===== config.mk =====
export PLATFORM = sky130hd
export DESIGN_NAME = skv_ram
export DESIGN_NICKNAME = d
export VERILOG_FILES = /design/src/rtl/assert_macros.svh /design/src/rtl/skv_ram.sv
export SDC_FILE = /design/constraint.sdc
export NUM_CORES = 1
export LEC_CHECK = 0
export BUFFER_PORTS_ARGS = -buffer_cell sky130_fd_sc_hd__buf_2
export CAP_MARGIN = 20
export CORE_MARGIN = 2
export CORE_UTILIZATION = 49
export DETAILED_ROUTE_END_ITERATION = 10
export PLACE_DENSITY_LB_ADDON = 0.2
export SETUP_SLACK_MARGIN = 0.3
export SYNTH_ARGS = -nofsm -noshare
export SYNTH_HDL_FRONTEND = slang
export SYNTH_SLANG_ARGS = --single-unit

===== constraint.sdc =====
create_clock -name clk -period 4.15 [get_ports clk]
set_input_delay 0.2075 -clock clk [delete_from_list [all_inputs] [get_ports clk]]
set_output_delay 0.2075 -clock clk [all_outputs]
set_load 0.05 [all_outputs]

===== src/rtl/assert_macros.svh =====
// assertion macros used by the rtl table
`ifndef ASSERT_MACROS_SVH
`define ASSERT_MACROS_SVH

// implication or plain property checked on every rising clock edge outside reset
`define SKV_ASSERT(lbl, clk, rst, prop, msg) \
  lbl: assert property (@(posedge clk) disable iff (rst) prop) else $error(msg);

// condition that must never be seen outside reset
`define SKV_NEVER(lbl, clk, rst, cond, msg) \
  lbl: assert property (@(posedge clk) disable iff (rst) !(cond)) else $error(msg);

`endif


===== src/rtl/skv_ram.sv =====
// generic single write port ram with registered read
module skv_ram #(
  parameter int WIDTH = 8,
  parameter int DEPTH = 16
) (
  input  logic                     clk,
  input  logic                     we,
  input  logic [$clog2(DEPTH)-1:0] waddr,
  input  logic [WIDTH-1:0]         wdata,
  input  logic [$clog2(DEPTH)-1:0] raddr,
  output logic [WIDTH-1:0]         rdata
);

  logic [WIDTH-1:0] mem [DEPTH];

  always_ff @(posedge clk) begin
    if (we) begin
      mem[waddr] <= wdata;
    end
    rdata <= mem[raddr];
  end

endmodule

* Word level (Yosys, flattened, before mapping)
Memories as Yosys holds them, arrays and structs flattened. A register that Yosys moved wholly into a read port is not among the register bits.
Cells that the tools add are included.
** Word-level totals
- Bits in registers :: 0
- RAM bits :: 128
- Bits of input ports :: 18
- Output and inout port bits :: 8
- Memories :: 1
** Operators by class
- Muxes and demuxes :: 2
** Memory list
- mem :: depth 16, width 8, read ports 1, clocked after Yosys merged registers in 1, wr ports 1, line skv_ram.sv:14 : logic [WIDTH-1:0] mem [DEPTH];
** Operators by type and width (number)
- two-way mux 1 bit :: 2

* Depth between registers and ports, before layout
Gate-level depths: netlist of the first run.
- Word-level depth :: 2
- Mapped depth :: 5
- Depth with buffers taken out :: 3

* Worst setup path before layout of the first run
OpenSTA, ideal clock, no wires.
- Kind :: input -> register
- Start :: in waddr[2]
- End :: mem mem[0][0] (enable)
- Setup time :: 0.383 ns
- Arrival :: 1.317 ns
- Path slack :: 2.450 ns
- Stages on the path :: 2
- Path buffers :: 0
- Cells stage by stage :: or3b_2 nor3_1
** RTL lines
- from (decl) :: line skv_ram.sv:8 : input logic [$clog2(DEPTH)-1:0] waddr,
- to (decl) :: line skv_ram.sv:14
Straight into the memory's write port.

* Final worst setup path of the first run
- Start :: in waddr[2]
- End :: mem mem[0][1] (enable)
Straight into the memory's write port.

==> run metrics, run 1 <==
Hold Path End mem[9][0]; Arr. time, crit path between 1.5 and 2 ns; Die Height around 110 µm; num ports 26; register area about 4000 µm²; #FFs+latches synth roughly 140; Top delay family on crit path simple AND/OR/NAND/NOR gates; worst r2r path cells 3; IO Port Bufs 25; Starting Density between 50% and 60%; final hold vios 0; Routed Antenna Nets 0; Remaining Overflow, GRT 0; Setup TNS Final 0 ns; CP max FO 5; DIE AREA approximately 11000 µm²; crit path launch type input pin; most common cell after layout, fill and taps aside edfxtp_1; Post-CTS Setup Bufs 0; hold path depth 1; DR vias around 2400; PnR worst setup slack ~2.6 ns; core area a little over 10000 µm²; final non-filler cell total between 400 and 500; initial detailed-routing violation count approximately 160; H-tree Lvls 4; Synth Instances about 230; pre-CTS setup slack around 1.9 ns; Site Rows 37; cell chain of the critical path buf_2 > or3b_2 > nor3_1 > buf_4; Multi-input gate area ~1100 µm²; Req. time, crit path about 4.4 ns; WP buf/inv 2; Crit Reg-Reg Endpoint rdata[2]; Avg Cell Area, Syn ~22 µm²; Tmin final 1.51 ns; DR WL/cell between 20 and 25 µm; Slew Viols, Final 0; fmax between 0.6 and 0.7 GHz; VDD IR max ~0.00024 V; Slew HR ~35%; Tcrit/Tclk final between 30% and 40%; worst hold start wdata[0]; part of the Yosys area used for sequential elements between 70% and 80%; synth warn 0; Die W 106 µm; Reg2Reg Setup Slack 2.74 ns; CP peak stage delay between 0.6 and 0.7 ns; Net Count, Synth approximately 250; Tot GR Track Use a little under a fifth; Sink Count between 100 and 150; Least-Margin Pin Slew 0.977 ns; # Max-Cap Violations 0; CTS tree done; status finished, final reports clean; TritonCTS Buffers 17; clk buf depth 2; pin count of the biggest net entering global routing 33; number of global-route vias before repair around 2400; distinct cell type count after synthesis 19; commonest non-fill, non-tap cells in the layout edfxtp_1, buf_2, mux4_2; RSZ-0062 raised after global routing no; Inst Count DP about 380; DRT Wirelength roughly 9.6 mm; root buf cell clkbuf_8; WS Path Type input pin to register; Mapped Area between 5000 and 6000 µm²; final setup vio count 0; Worst Skew just over 0.007 ns; post-CTS resize count 0; CP endpoint kind register; P_leak roughly 0.002 µW; antenna cells 0; worst flop-to-flop path startpoint mem[0][2]; Worst Hold Slack around 0.082 ns; dpl hpwl just under 6 mm; DRC 0; fin nets approximately 290; WP depth 4; number of vias per cell ~5.7; Post-CTS Hold Fix Bufs 0; DRT Pass-1 Iters 5; Clock Latency Late Sink about 0.51 ns; final core occ 58.5%; hold crit path type input pin to register; Area Overhead vs Synth 16.9%; power per cell area about 540 nW/µm²; CP max stage cell nor3_1; initial antenna violation count 0; clk slew on worst S/H paths ~0.060 ns; fraction of layout cells with a size suffix above 1 27.9%; FILL cells slightly below 800; Final Wtd Congestion roughly 0.69; first-pass GRT wire length 14.3 mm
[cells in the mapped netlist (all sizes together)]
| cell | instances | area share (%) |
|---|---|---|
| nand2b | 2 | 0.24 |
| nand3b | 2 | 0.29 |
| clkdlybuf4s25 | 3 | 0.58 |
| nor2b | 1 | 0.12 |
| mux4 | 32 | 15 |
| nand2 | 9 | 0.66 |
| nor3 | 4 | 0.39 |
| nand3 | 1 | 0.097 |
| a22oi | 16 | 2.3 |
| and2b | 1 | 0.15 |
| buf | 7 | 1.1 |
| edfxtp | 128 | 75 |
| dfxtp | 8 | 3.1 |
| nor2 | 13 | 0.95 |
| or3b | 1 | 0.17 |
| and2 | 1 | 0.12 |
[final cells by class]
cell class,count,area share [%]
well taps,136,2.83
clock buffers,20,7.24
flip-flops and latches,136,66.6
multi-input cells,83,17.7
clock inverters,12,2.93
repair buffers,29,2.79
[registers in the layout, summed over array words and instances, names as in the netlist]
name / cells
mem: 128
rdata: 8
[worst reg2reg max path, stage by stage, from the launching register on]
cell	delay (ns)
edfxtp_1	0.39
mux4_1	0.52
a22oi_1	0.27
nand2_1	0.12
[stage by stage]
stage | total power [µW] | area (µm²)
2_1_floorplan | 1680 | 5150
3_3_place_gp | 1740 | 5380
3_5_place_dp | 1740 | 5380
4_1_cts | 3260 | 6000
5_1_grt | 3320 | 6020
6_report | 3240 | 6020
[power breakdown]
group,internal (µW),switching (µW)
logic,57.2,109
registers,1540,8.73
clock network,989,537
total,2580,655
[metal layers]
layer | track usage (%) | up-vias | wire [µm]
li1 | - | 1049 | -
met1 | 25.4 | 1215 | 4170
met2 | 29.1 | 86 | 4770
met3 | 4.23 | 6 | 588
met4 | 6.68 | 0 | 81
met5 | 0 | - | 0
[worst max-delay path by stage]
stage | from | to | slack, ns
2_1_floorplan | waddr[2] | mem[0][0] | 2.45
6_report | waddr[2] | mem[0][1] | 2.64
4_1_cts | raddr[0] | rdata[2] | 2.41
3_3_place_gp | waddr[2] | mem[0][3] | 1.83
3_5_place_dp | raddr[0] | rdata[1] | 1.90
5_1_grt | waddr[2] | mem[0][5] | 2.57
[cells by family (layout without fill, tap and decap cells)]
group | count (synthesis) | in the layout | synth area share (%)
mux | 32 | 32 | 15.0
flops | 136 | 136 | 77.8
simple gates | 35 | 35 | 3.18
compound gates | 16 | 16 | 2.33
buf+inv | 10 | 61 | 1.68
(Power assumes the default switching activity.)
==> inputs of run 2 (changes only) <==
==> constraint.sdc (replaced) <==
create_clock -name clk -period 1.26 [get_ports clk]
set_input_delay 0.063 -clock clk [delete_from_list [all_inputs] [get_ports clk]]
set_output_delay 0.063 -clock clk [all_outputs]
set_load 0.05 [all_outputs]
==> run 2 against run 1 <==
Compared with the run above: the run now ends with negative setup slack left; cell count grew 8.9%; sequential cell count is the same; die area is the same; clock power grew to 3.3 times the previous value; clock skew shrank 0.0015 ns; sequential share of layout area shrank 5.7 points; highest routed layer unchanged.
==> run metrics, run 2 (synthesis results as in run 1) <==
failing checks negative setup slack; Worst Hold Slack 0.0543 ns (was 0.0822 ns); max FFs per register 128 (unchanged); Post-CTS Setup Bufs 0 (unchanged); Inst Count DP 413 (was 383); Clk network pwr share 46.5% (was 47.2%); PnR worst setup slack -0.0213 ns (was 2.64 ns); Clock Latency Late Sink 0.52 ns (was 0.51 ns); worst flop-to-flop path startpoint mem[10][7] (was mem[0][2]); worst hold start waddr[1] (was wdata[0]); initial antenna violation count 0 (unchanged); antenna cells 0 (unchanged); worst r2r path cells 3 (unchanged); Starting Density 50.1% (unchanged); final hold vios 0 (unchanged); CP endpoint kind register (unchanged); pre-CTS setup slack -0.261 ns (was 1.90 ns); Die Height 106 µm (unchanged); cell-internal power 8720 µW (was 2580 µW); pin count of the biggest net entering global routing 25 (was 33); clk slew on worst S/H paths 0.06 ns (about the same); Tmin final ~1.3 ns; final non-filler cell total 453 (was 416); logic gate share of total power 6.7% (was 5.1%); number of global-route vias before repair 2564 (was 2369); Least-Margin Pin Slew 0.840 ns (was 0.977 ns); final core occ 64.2% (was 58.5%); switching power 2200 µW (was 655 µW); cell chain of the critical path mux4_2 > a22oi_2 > nand2_1 (was buf_2 > or3b_2 > nor3_1 > buf_4); DR WL/cell 21.9 µm (was 23.1 µm); DRC 0 (unchanged); Worst Skew 0.00564 ns (was 0.00717 ns); Routed Antenna Nets 0 (unchanged); CP max stage cell mux4_2 (was nor3_1); hold path depth 3 (was 1); clk buf depth 2 (unchanged); commonest non-fill, non-tap cells in the layout edfxtp_1, mux4_2, buf_4 (was edfxtp_1, buf_2, mux4_2); final setup vio count 3 (was 0); initial detailed-routing violation count 195 (was 164); most common cell after layout, fill and taps aside edfxtp_1 (unchanged); CP peak stage delay 0.49 ns (was 0.63 ns); DRT Pass-1 Iters 5 (unchanged); VDD IR max 0.000723 V (was 0.000245 V); Sequential Power Share 46.8% (was 47.7%); Final Wtd Congestion 0.733 (was 0.687); Arr. time, crit path 1.68 ns (was 1.73 ns); first-pass GRT wire length 15.1 mm (was 14.3 mm); Tcrit/Tclk final 102%; TritonCTS Buffers 17 (unchanged); DIE AREA 11300 µm² (unchanged); Die W 106 µm (unchanged); Sink Count 136 (unchanged); DR vias 2510 (was 2356); Slew Viols, Final 0 (unchanged); P_leak 0.00221 µW (was 0.00201 µW); fraction of layout cells with a size suffix above 1 47.6% (was 27.9%); power per cell area 1660 nW/µm² (was 538 nW/µm²); dpl hpwl 6.48 mm (was 5.79 mm); crit path launch type register (was input pin); root buf cell clkbuf_8 (unchanged); status finished with violations (was finished, final reports clean); Hold Path End mem[4][5] (was mem[9][0]); hold crit path type input pin to register (unchanged); H-tree Lvls 4 (unchanged); Top Registers mem x128, rdata x8 (unchanged); Site Rows 37 (unchanged); Remaining Overflow, GRT 0 (unchanged); num ports 26 (unchanged); Area Overhead vs Synth 28.2% (was 16.9%); fin nets 322 (was 285); Crit Reg-Reg Endpoint rdata[7] (was rdata[2]); # Max-Cap Violations 0 (unchanged); Req. time, crit path 1.66 ns (was 4.37 ns); fmax 0.780 GHz; RSZ-0062 raised after global routing yes (was no); WS Path Type register to register (was input pin to register); CP max FO 1 (was 5); Tot GR Track Use 19.3% (was 18.4%); Slew HR 43.9% (was 34.6%); DRT Wirelength 9.91 mm (was 9.61 mm); CTS tree done (unchanged); Reg with most FFs mem (unchanged); Reg2Reg Setup Slack -0.02 ns (was 2.74 ns); number of vias per cell 5.54 (was 5.66); IO Port Bufs 25 (unchanged); Design Power 10900 µW (was 3240 µW); Net Sw Frac 20.2% (about the same); core area 10300 µm² (unchanged)
-- run 2: changes by cell type in the layout (fill, tap and decap cells not counted), sizes merged --
cell / delta
clkbuf: +1
clkinv: +1
buf: +29
dlygate4sd3: +8
clkinvlp: -2
-- run 2: what timing repair did --
action                                  in CTS  in global routing
gates cloned                                 0                  0
hold buffers                                 8                  0
pin swaps                                    2                  2
resized for setup                           39                  3
hold endpoints to repair                   128                  0
endpoints found under the setup margin      16                 16
-- run 2: through the flow --
stage	instance area (µm²)	setup TNS, ns
5_1_grt	6600	-0.268
4_1_cts	6590	-0.0134
6_report	6600	-0.0410
3_5_place_dp	5770	-2.09
2_1_floorplan	5220	0
3_3_place_gp	5770	-1.90
-- run 2: power by group through the flow --
stage	combinational (µW)	sequential (µW)	clock [µW]
finish	733	5110	5070
global route	780	5120	5330
CTS	741	5110	5150
detailed placement	645	5190	0
global placement	635	5180	0
floorplan	292	5280	0
-- run 2: worst max-delay path: cells and delay by family, from the launching register on --
family	cells	cell delay (ns)
mux	1	0.49
flops	1	0.38
simple gates	1	0.09
compound gates	1	0.21
-- run 2: cell type report --
| type | instances | area, µm² |
|---|---|---|
| sequential | 136 | 4020 |
| fill | 717 | 3680 |
| multi-input combinational | 83 | 1130 |
| timing repair buffer | 66 | 658 |
| clock buffer | 21 | 449 |
| clock inverter | 11 | 171 |
| tap | 136 | 170 |
-- run 2: how the worst max path moves through the flow --
stage | to | slack, ns | start | depth (start not counted)
5_1_grt | rdata[3] | -0.07 | mem[3][3] | 3
3_3_place_gp | rdata[6] | -0.25 | raddr[0] | 6
4_1_cts | rdata[7] | -0.01 | mem[11][7] | 3
6_report | rdata[7] | -0.02 | mem[10][7] | 3
2_1_floorplan | mem[0][0] | 0.09 | waddr[2] | 2
3_5_place_dp | rdata[6] | -0.26 | raddr[0] | 6
-- run 2: layer usage --
layer  global-route usage [%]  vias to the layer above  share of wire, %
li1                         -                     1114                 -
met1                     25.8                     1309                42
met2                     30.5                       76                51
met3                     5.40                       11               6.2
met4                     7.51                        0               1.4
met5                        0                        -                 0
